[src/design/murmur3_32_stream_hash_unit_macros.svh]
// Assertion macros for the MurmurHash3 stream hash unit.
// Used by the top level only; assumes ports named clock and reset in scope.
`ifndef MURMUR3_32_STREAM_HASH_UNIT_MACROS_SVH
`define MURMUR3_32_STREAM_HASH_UNIT_MACROS_SVH

// Same-cycle implication, checked outside reset.
`define M3H_ASSERT_HOLD(label, ante, cons, msg) \
   label: assert property (@(posedge clock) disable iff (reset) (ante) |-> (cons)) \
      else $error(msg);

// Next-cycle implication, checked outside reset.
`define M3H_ASSERT_NEXT(label, ante, cons, msg) \
   label: assert property (@(posedge clock) disable iff (reset) (ante) |=> (cons)) \
      else $error(msg);

// Next-cycle implication that also holds while reset is asserted.
`define M3H_ASSERT_ALWAYS_NEXT(label, ante, cons, msg) \
   label: assert property (@(posedge clock) (ante) |=> (cons)) \
      else $error(msg);

`endif

[src/design/m3h_pkg.sv]
// Shared types, constants and helper functions for the MurmurHash3 stream hash unit.
// No dependencies; imported by every module of the block.
`timescale 1ns / 1ps
`default_nettype none

package m3h_pkg;

   // MurmurHash3 x86_32 mixing constants.
   localparam logic [31:0] MUR_C1  = 32'hcc9e2d51;
   localparam logic [31:0] MUR_C2  = 32'h1b873593;
   localparam logic [31:0] MUR_ADD = 32'he6546b64;
   localparam logic [31:0] MUR_F1  = 32'h85ebca6b;
   localparam logic [31:0] MUR_F2  = 32'hc2b2ae35;

   // Depth of the queue between the front and the back.
   localparam int QUEUE_DEPTH = 2;
   localparam int QUEUE_PTR_W = $clog2(QUEUE_DEPTH);
   localparam int QUEUE_CNT_W = $clog2(QUEUE_DEPTH + 1);

   // How a word is folded into the running hash.
   typedef enum logic [1:0] {
      KIND_FULL,
      KIND_TAIL,
      KIND_NONE
   } m3h_kind_type;

   // One classified word, with its first multiply already done.
   typedef struct packed {
      logic [31:0]  k1;
      m3h_kind_type kind;
      logic [2:0]   add_len;
      logic         last;
   } m3h_item_type;

   function automatic logic [31:0] rotl15(input logic [31:0] x);
      return {x[16:0], x[31:17]};
   endfunction

   function automatic logic [31:0] rotl13(input logic [31:0] x);
      return {x[18:0], x[31:19]};
   endfunction

endpackage

`default_nettype wire

[src/design/m3h_front.sv]
// Front end: accepts message words, classifies them and runs the first key multiply.
// Depends on m3h_pkg for the item type and mixing constants.
`timescale 1ns / 1ps
`default_nettype none

module m3h_front import m3h_pkg::*; (
   input  wire logic         clock,
   input  wire logic         reset,
   input  wire logic         req_valid,
   output logic              req_ready,
   input  wire logic [31:0]  req_data_word,
   input  wire logic [2:0]   req_byte_count,
   input  wire logic         req_last,
   output logic              out_valid,
   input  wire logic         out_ready,
   output m3h_item_type      out_item
);

   logic         valid_ff;
   logic         valid_in;
   m3h_item_type item_ff;
   m3h_item_type item_in;
   logic [31:0]  mask;
   logic [31:0]  masked_word;
   logic         take;

   // The stage takes a new transaction when empty or when its item leaves.
   assign req_ready = !valid_ff || out_ready;
   assign take      = req_valid && req_ready;

   // A non-last word, or any word with four or more bytes, is a full block.
   always_comb begin
      item_in = item_ff;
      mask    = 32'h0;
      if (!req_last || (req_byte_count inside {[3'd4:3'd7]})) begin
         item_in.kind    = KIND_FULL;
         item_in.add_len = 3'd4;
         mask            = 32'hffff_ffff;
      end else if (req_byte_count == 3'd0) begin
         item_in.kind    = KIND_NONE;
         item_in.add_len = 3'd0;
      end else begin
         item_in.kind    = KIND_TAIL;
         item_in.add_len = req_byte_count;
         case (req_byte_count)
            3'd1:    mask = 32'h0000_00ff;
            3'd2:    mask = 32'h0000_ffff;
            default: mask = 32'h00ff_ffff;
         endcase
      end
      masked_word  = req_data_word & mask;
      item_in.k1   = masked_word * MUR_C1;
      item_in.last = req_last;
   end

   always_comb begin
      valid_in = valid_ff;
      if (take) begin
         valid_in = 1'b1;
      end else if (out_ready) begin
         valid_in = 1'b0;
      end
   end

   // Control state is reset; the payload loads only on a transaction.
   always_ff @(posedge clock) begin
      if (reset) begin
         valid_ff <= 1'b0;
      end else begin
         valid_ff <= valid_in;
      end
      if (take) begin
         item_ff <= item_in;
      end
   end

   assign out_valid = valid_ff;
   assign out_item  = item_ff;

endmodule

`default_nettype wire

[src/design/m3h_queue.sv]
// Short FIFO that decouples the front end from the hash sequencer.
// Depends on m3h_pkg for the item type and queue depth.
`timescale 1ns / 1ps
`default_nettype none

module m3h_queue import m3h_pkg::*; (
   input  wire logic         clock,
   input  wire logic         reset,
   input  wire logic         push_valid,
   output logic              push_ready,
   input  wire m3h_item_type push_item,
   output logic              pop_valid,
   input  wire logic         pop,
   output m3h_item_type      pop_item
);

   m3h_item_type             mem_ff [QUEUE_DEPTH];
   logic [QUEUE_PTR_W-1:0]   wr_ptr_ff;
   logic [QUEUE_PTR_W-1:0]   wr_ptr_in;
   logic [QUEUE_PTR_W-1:0]   rd_ptr_ff;
   logic [QUEUE_PTR_W-1:0]   rd_ptr_in;
   logic [QUEUE_CNT_W-1:0]   count_ff;
   logic [QUEUE_CNT_W-1:0]   count_in;
   logic                     do_push;
   logic                     do_pop;

   assign push_ready = (count_ff != QUEUE_CNT_W'(QUEUE_DEPTH));
   assign pop_valid  = (count_ff != '0);
   assign do_push    = push_valid && push_ready;
   assign do_pop     = pop && pop_valid;
   assign pop_item   = mem_ff[rd_ptr_ff];

   // Pointer wrap and occupancy update.
   always_comb begin
      wr_ptr_in = wr_ptr_ff;
      rd_ptr_in = rd_ptr_ff;
      count_in  = count_ff;
      if (do_push) begin
         wr_ptr_in = (wr_ptr_ff == QUEUE_PTR_W'(QUEUE_DEPTH - 1)) ? '0
                   : wr_ptr_ff + QUEUE_PTR_W'(1);
      end
      if (do_pop) begin
         rd_ptr_in = (rd_ptr_ff == QUEUE_PTR_W'(QUEUE_DEPTH - 1)) ? '0
                   : rd_ptr_ff + QUEUE_PTR_W'(1);
      end
      if (do_push && !do_pop) begin
         count_in = count_ff + QUEUE_CNT_W'(1);
      end else if (do_pop && !do_push) begin
         count_in = count_ff - QUEUE_CNT_W'(1);
      end
   end

   always_ff @(posedge clock) begin
      if (reset) begin
         wr_ptr_ff <= '0;
         rd_ptr_ff <= '0;
         count_ff  <= '0;
      end else begin
         wr_ptr_ff <= wr_ptr_in;
         rd_ptr_ff <= rd_ptr_in;
         count_ff  <= count_in;
      end
      if (do_push) begin
         mem_ff[wr_ptr_ff] <= push_item;
      end
   end

endmodule

`default_nettype wire

[src/design/m3h_back.sv]
// Back end: sequencer that mixes words into the running hash and runs the finalizer.
// Depends on m3h_pkg for the item type, constants and rotate helpers.
`timescale 1ns / 1ps
`default_nettype none

module m3h_back import m3h_pkg::*; (
   input  wire logic         clock,
   input  wire logic         reset,
   input  wire logic [31:0]  seed,
   input  wire logic         q_valid,
   input  wire m3h_item_type q_item,
   output logic              q_pop,
   output logic              rsp_valid,
   input  wire logic         rsp_ready,
   output logic [31:0]       rsp_hash_value
);

   typedef enum logic [2:0] {
      ST_IDLE,
      ST_MIX,
      ST_UPDATE,
      ST_FIN1,
      ST_FIN2,
      ST_FIN3
   } state_type;

   state_type    state_ff;
   state_type    state_in;
   m3h_item_type cur_ff;
   m3h_item_type cur_in;
   logic [31:0]  k_ff;
   logic [31:0]  k_in;
   logic [31:0]  hash_ff;
   logic [31:0]  hash_in;
   logic [31:0]  len_ff;
   logic [31:0]  len_in;
   logic         in_msg_ff;
   logic         in_msg_in;
   logic [31:0]  acc_ff;
   logic [31:0]  acc_in;
   logic         rsp_valid_ff;
   logic         rsp_valid_in;
   logic [31:0]  rsp_hash_ff;
   logic [31:0]  rsp_hash_in;

   logic [31:0]  h_start;
   logic [31:0]  len_start;
   logic [31:0]  h_xor;
   logic [31:0]  h_rot;
   logic [31:0]  h_next;
   logic [31:0]  len_next;
   logic [31:0]  fin_a;
   logic [31:0]  fin_b;
   logic         can_emit;

   // The seed is taken in on the first word of each message.
   assign h_start   = in_msg_ff ? hash_ff : seed;
   assign len_start = in_msg_ff ? len_ff : 32'h0;
   assign h_xor     = h_start ^ k_ff;
   assign h_rot     = rotl13(h_xor);
   assign len_next  = len_start + {29'd0, cur_ff.add_len};

   // Running hash update: block mix, tail fold, or nothing for an empty tail.
   always_comb begin
      case (cur_ff.kind)
         KIND_FULL: h_next = (h_rot << 2) + h_rot + MUR_ADD;
         KIND_TAIL: h_next = h_xor;
         default:   h_next = h_start;
      endcase
   end

   // Finalizer shift-xor steps ahead of each multiply; fin_a also gives the final shift-xor of the result.
   assign fin_a    = acc_ff ^ (acc_ff >> 16);
   assign fin_b    = acc_ff ^ (acc_ff >> 13);
   assign can_emit = !rsp_valid_ff || rsp_ready;

   // A new item leaves the queue from idle, or during a non-last update.
   assign q_pop = q_valid &&
                  ((state_ff == ST_IDLE) || ((state_ff == ST_UPDATE) && !cur_ff.last));

   // Next-state and datapath logic.
   always_comb begin
      state_in     = state_ff;
      cur_in       = cur_ff;
      k_in         = k_ff;
      hash_in      = hash_ff;
      len_in       = len_ff;
      in_msg_in    = in_msg_ff;
      acc_in       = acc_ff;
      rsp_valid_in = rsp_valid_ff && !rsp_ready;
      rsp_hash_in  = rsp_hash_ff;
      if (q_pop) begin
         cur_in = q_item;
      end
      case (state_ff)
         ST_IDLE: begin
            if (q_pop) begin
               state_in = ST_MIX;
            end
         end
         ST_MIX: begin
            k_in     = rotl15(cur_ff.k1) * MUR_C2;
            state_in = ST_UPDATE;
         end
         ST_UPDATE: begin
            if (!cur_ff.last) begin
               hash_in   = h_next;
               len_in    = len_next;
               in_msg_in = 1'b1;
               state_in  = q_pop ? ST_MIX : ST_IDLE;
            end else begin
               acc_in    = h_next ^ len_next;
               in_msg_in = 1'b0;
               state_in  = ST_FIN1;
            end
         end
         ST_FIN1: begin
            acc_in   = fin_a * MUR_F1;
            state_in = ST_FIN2;
         end
         ST_FIN2: begin
            acc_in   = fin_b * MUR_F2;
            state_in = ST_FIN3;
         end
         ST_FIN3: begin
            if (can_emit) begin
               rsp_hash_in  = fin_a;
               rsp_valid_in = 1'b1;
               state_in     = ST_IDLE;
            end
         end
         default: begin
            state_in = ST_IDLE;
         end
      endcase
   end

   // State and registered outputs.
   always_ff @(posedge clock) begin
      if (reset) begin
         state_ff     <= ST_IDLE;
         in_msg_ff    <= 1'b0;
         rsp_valid_ff <= 1'b0;
      end else begin
         state_ff     <= state_in;
         in_msg_ff    <= in_msg_in;
         rsp_valid_ff <= rsp_valid_in;
      end
      cur_ff      <= cur_in;
      k_ff        <= k_in;
      hash_ff     <= hash_in;
      len_ff      <= len_in;
      acc_ff      <= acc_in;
      rsp_hash_ff <= rsp_hash_in;
   end

   assign rsp_valid      = rsp_valid_ff;
   assign rsp_hash_value = rsp_hash_ff;

endmodule

`default_nettype wire

[src/design/murmur3_32_stream_hash_unit.sv]
// Inside a message the back sequencer handles one word at a time: a key multiply step
// and then a hash update step, during which it may take the next word from the queue.
// A last word is followed by the finalizer steps before the result is emitted.
// A 2-entry queue lets the front keep accepting while the back is busy.
// Reset is synchronous and active high; it clears all control state and the seed to 0.
`timescale 1ns / 1ps
`default_nettype none
`include "murmur3_32_stream_hash_unit_macros.svh"

module murmur3_32_stream_hash_unit import m3h_pkg::*; (
   input  wire logic         clock,
   input  wire logic         reset,
   input  wire logic         csr_valid,
   output logic              csr_ready,
   input  wire logic [31:0]  csr_seed,
   input  wire logic         req_valid,
   output logic              req_ready,
   input  wire logic [31:0]  req_data_word,
   input  wire logic [2:0]   req_byte_count,
   input  wire logic         req_last,
   output logic              rsp_valid,
   input  wire logic         rsp_ready,
   output logic [31:0]       rsp_hash_value
);

   logic [31:0]  seed_ff;
   logic [31:0]  seed_in;
   logic         fr_valid;
   logic         fr_ready;
   m3h_item_type fr_item;
   logic         q_valid;
   logic         q_pop;
   m3h_item_type q_item;

   // Seed register; a write transaction is always taken.
   assign csr_ready = 1'b1;
   assign seed_in   = (csr_valid && csr_ready) ? csr_seed : seed_ff;

   always_ff @(posedge clock) begin
      if (reset) begin
         seed_ff <= 32'h0;
      end else begin
         seed_ff <= seed_in;
      end
   end

   // Front end: classify and pre-multiply each word.
   m3h_front u_front (
      .clock          (clock),
      .reset          (reset),
      .req_valid      (req_valid),
      .req_ready      (req_ready),
      .req_data_word  (req_data_word),
      .req_byte_count (req_byte_count),
      .req_last       (req_last),
      .out_valid      (fr_valid),
      .out_ready      (fr_ready),
      .out_item       (fr_item)
   );

   // Decoupling queue.
   m3h_queue u_queue (
      .clock      (clock),
      .reset      (reset),
      .push_valid (fr_valid),
      .push_ready (fr_ready),
      .push_item  (fr_item),
      .pop_valid  (q_valid),
      .pop        (q_pop),
      .pop_item   (q_item)
   );

   // Back end: hash sequencer and finalizer.
   m3h_back u_back (
      .clock          (clock),
      .reset          (reset),
      .seed           (seed_ff),
      .q_valid        (q_valid),
      .q_item         (q_item),
      .q_pop          (q_pop),
      .rsp_valid      (rsp_valid),
      .rsp_ready      (rsp_ready),
      .rsp_hash_value (rsp_hash_value)
   );

   // The back end never pops an empty queue.
   `M3H_ASSERT_HOLD(a_pop_not_empty, q_pop, q_valid, "pop from empty queue")

   // A front item blocked by a full queue holds until it is pushed.
   `M3H_ASSERT_NEXT(a_front_holds, fr_valid && !fr_ready, fr_valid && $stable(fr_item), "front item dropped or changed while stalled")

   // Reset leaves no result pending.
   `M3H_ASSERT_ALWAYS_NEXT(a_reset_clears_rsp, reset, !rsp_valid, "result valid after reset")

endmodule

`default_nettype wire

[config.mk]
export PLATFORM = sky130hd
export DESIGN_NAME = murmur3_32_stream_hash_unit
export DESIGN_NICKNAME = d
export VERILOG_FILES = /design/src/design/m3h_pkg.sv /design/src/design/m3h_front.sv /design/src/design/m3h_queue.sv /design/src/design/m3h_back.sv /design/src/design/murmur3_32_stream_hash_unit.sv
export VERILOG_INCLUDE_DIRS = /design/src /design/src/design
export SDC_FILE = /design/constraint.sdc
export NUM_CORES = 2
export LEC_CHECK = 0
export ABC_CLOCK_PERIOD_IN_PS = 10250
export BUFFER_PORTS_ARGS = -buffer_cell sky130_fd_sc_hd__buf_2
export CAP_MARGIN = 10
export CORE_ASPECT_RATIO = 1.75
export CORE_UTILIZATION = 60
export CTS_BUF_LIST = sky130_fd_sc_hd__clkbuf_16
export DETAILED_ROUTE_END_ITERATION = 10
export GPL_TIMING_DRIVEN = 0
export PLACE_DENSITY_LB_ADDON = 0.3
export SKIP_CTS_REPAIR_TIMING = 1
export SLEW_MARGIN = 15
export SYNTH_ARGS = -nofsm -noshare
export SYNTH_HDL_FRONTEND = slang
export SYNTH_SLANG_ARGS = --single-unit
[constraint.sdc]
create_clock -name clock -period 10.25 [get_ports clock]
set_input_delay 1.5375 -clock clock [delete_from_list [all_inputs] [get_ports clock]]
set_output_delay 1.5375 -clock clock [all_outputs]
set_load 0.05 [all_outputs]
==> flow_summary.ini <==
[run_status]
status = completed

[critical_path]
start_kind = input pin
required_ps = 10550
r2r-start = u_back.acc_ff[19]
rrSetupSlack_ps = 1260
cp-endpoint = u_front.out_item[37]
critPathLaunch = req_last
crit_arrival_ps = 10140
rr_endpoint = u_back.acc_ff[23]
end_kind = flip-flop
reg2regPathDepth = 26
worstSetupPathType = in2reg
path_max_fanout = 10

[cts]
path_clk_slew_ps = 60
clk_path_buf_depth = 3
h-tree-depth = 2
cts-buffers-inserted = 36
root_buffer = clkbuf_16
insertion_delay_ps = 600
clock_sinks = 354
cts_tree = built

[synthesis]
ys.flop_type = edfxtp_1
synth_commonest_cells = inv_1, ha_1, fa_1
ys_seq_elements = 354
yosys-top-cells-area = fa_1, ha_1, edfxtp_1, inv_1, xnor2_1
yosys.area.top_type_share = 0.2851
async_flop_share = 0
synth_edf_count = 312
synth_top_area_cell = fa_1
ys_seq_area_frac = 0.2017
synth.most_common_cell = inv_1
yosysWarnings = 0
syn_nets = 6435
synthCells = 4856
syn_area_um2 = 50620
yosys.cell_types.count = 89
synth.avg_cell_area_um2 = 10.43

[sta]
layout_setup_ws_ps = 403.5
min_period_ps = 9847
clock_skew_ps = 23.29
fmax_mhz = 101.6
worst_slew_pin_slew_ps = 1238
maxSlewViolCount = 0
rsz0062_at_grt = false
fin_crit_sh = 0.9606
slew_headroom = 0.1721
hold_ws_ps = 438.9
hold_violations = 0
setup_viol = 0

[route]
avgViaCountPerCell = 5.696
drc = 0
top_layer = met5
drtAntennaViolNets = 0
wl_met3_mm = 6.352
drtPass1Iterations = 8
wl_per_cell_um = 24.72
wl_met2_mm = 80.79
postRouteWirelength_mm = 151.0
drt_iter0_drc = 1888
drt-met1-wl_mm = 43.85
num_vias = 34790

[final_layout]
area.growth.synth_to_final_pct = 6.584
fin_util = 0.6471
final_nets = 6592
stdcell_count = 6107
drive_above_1_share = 0.05417

[floorplan]
dieArea_um2 = 85590
fp-row-count = 140
die_width_um = 221.6
io_pins = 108
die_y_um = 386.3
initial_core_util = 0.6072
core_area_um2 = 83380

[grt]
antenna_found_initial = 11
grt_pass1_vias = 38170
grt_start_max_net_pins = 35
grt_pass1_wl_mm = 226.7
grt-ovfl-total = 0
grt_util_all_layers = 0.3673

[place]
hpwl_mm = 132.7
port_buffers = 99
dpl.cell_count = 6040
place_ws_ps = -317.4
gp_congestion = 1.023

[worst_hold_path]
holdCritPathClass = reg2reg

[job]
maxCapViolations = 0
layout by cell type, fill, tap and decap left out, drive strengths merged, types with 63 or more instances in the layout:
master  instances
a21oi         129
buf           132
clkbuf        100
edfxtp        312
fa            721
ha            785
inv          1281
mux2i          63
nand2         150
nor2          185
o21ai         126
xnor2         269
xor2          115
layer usage:
metal,up-vias,GRT usage
met3,597,0.05090
met1,17200,0.3155
met5,-,0
met4,18,0.3929
met2,1109,0.6958
li1,15860,-
final cells by class:
cell class                      instances  area (µm²)
Timing Repair Buffer                  119       743.2
Buffer                                 77       304.0
Tap cell                             1065        1333
Fill cell                            6739       29420
Antenna cell                            2       5.005
Clock inverter                         29       285.3
Inverter                             1273        4778
Sequential cell                       354       10210
Clock buffer                           36       900.9
Multi-Input combinational cell       3152       35400
worst max-delay path, stage by stage:
cell and delay, ps:
buf_2 190, nand2b_1 260, nor2_1 440, nand2_1 140, clkbuf_1 260, clkbuf_1 330
and2_2 420, ha_1 410, fa_1 490, fa_1 520, fa_1 430, ha_1 290
ha_1 310, fa_1 480, ha_1 290, ha_1 340, a21oi_1 180, nor2_1 60
o21a_1 160, a31oi_1 450, a211oi_1 260, o2111ai_1 430, a21oi_1 170, o41ai_1 600
a21oi_1 150, a31oi_1 520
how the worst min path moves through the flow:
stage,from,to,slack (ps),cells after the start
floorplan,u_front.out_item[0],u_queue.mem_ff[0][0],420,0
global placement,u_front.out_item[19],u_queue.mem_ff[0][19],420,0
detailed placement,u_front.out_item[7],u_queue.mem_ff[0][7],430,0
CTS,u_front.out_item[7],u_queue.mem_ff[1][7],440,0
global route,u_front.out_item[7],u_queue.mem_ff[1][7],440,0
finish,u_front.out_item[7],u_queue.mem_ff[0][7],440,0
kinds of logic after synthesis:
| logic type | count (synthesis) | synth area share |
|---|---|---|
| adders and majority gates | 1507 | 0.4793 |
| muxes | 111 | 0.02313 |
| xor gates and xnor gates | 384 | 0.06643 |
| and+or+nand+nor | 602 | 0.05793 |
| AOI/OAI and AO/OA | 547 | 0.07103 |
| DFF | 354 | 0.2017 |
| other | 1 | 0.00007407 |
| buffers and inverters | 1350 | 0.1004 |
flip-flops by register name, indices dropped and copies added (netlist names):
signal	cells
u_queue.mem_ff	76
u_back.cur_ff	38
u_front.out_item	38
seed_ff	32
u_back.acc_ff	32
u_back.hash_ff	32
u_back.k_ff	32
u_back.len_ff	32
u_back.rsp_hash_value	32
u_back.state_ff	3
u_queue.count_ff	2
u_back.in_msg_ff	1
u_back.rsp_valid	1
u_front.out_valid	1
u_queue.rd_ptr_ff	1
u_queue.wr_ptr_ff	1
through the flow:
step	setup TNS (ps)	instance area [µm²]
2_1_floorplan	0	50620
3_3_place_gp	-49160	52450
3_5_place_dp	-317.4	52770
4_1_cts	0	53950
5_1_grt	0	53950
6_report	0	53960
Power is left out: the tool's default activity adds up to more than one toggle a clock period on the data nets, which glitch-free logic cannot reach.
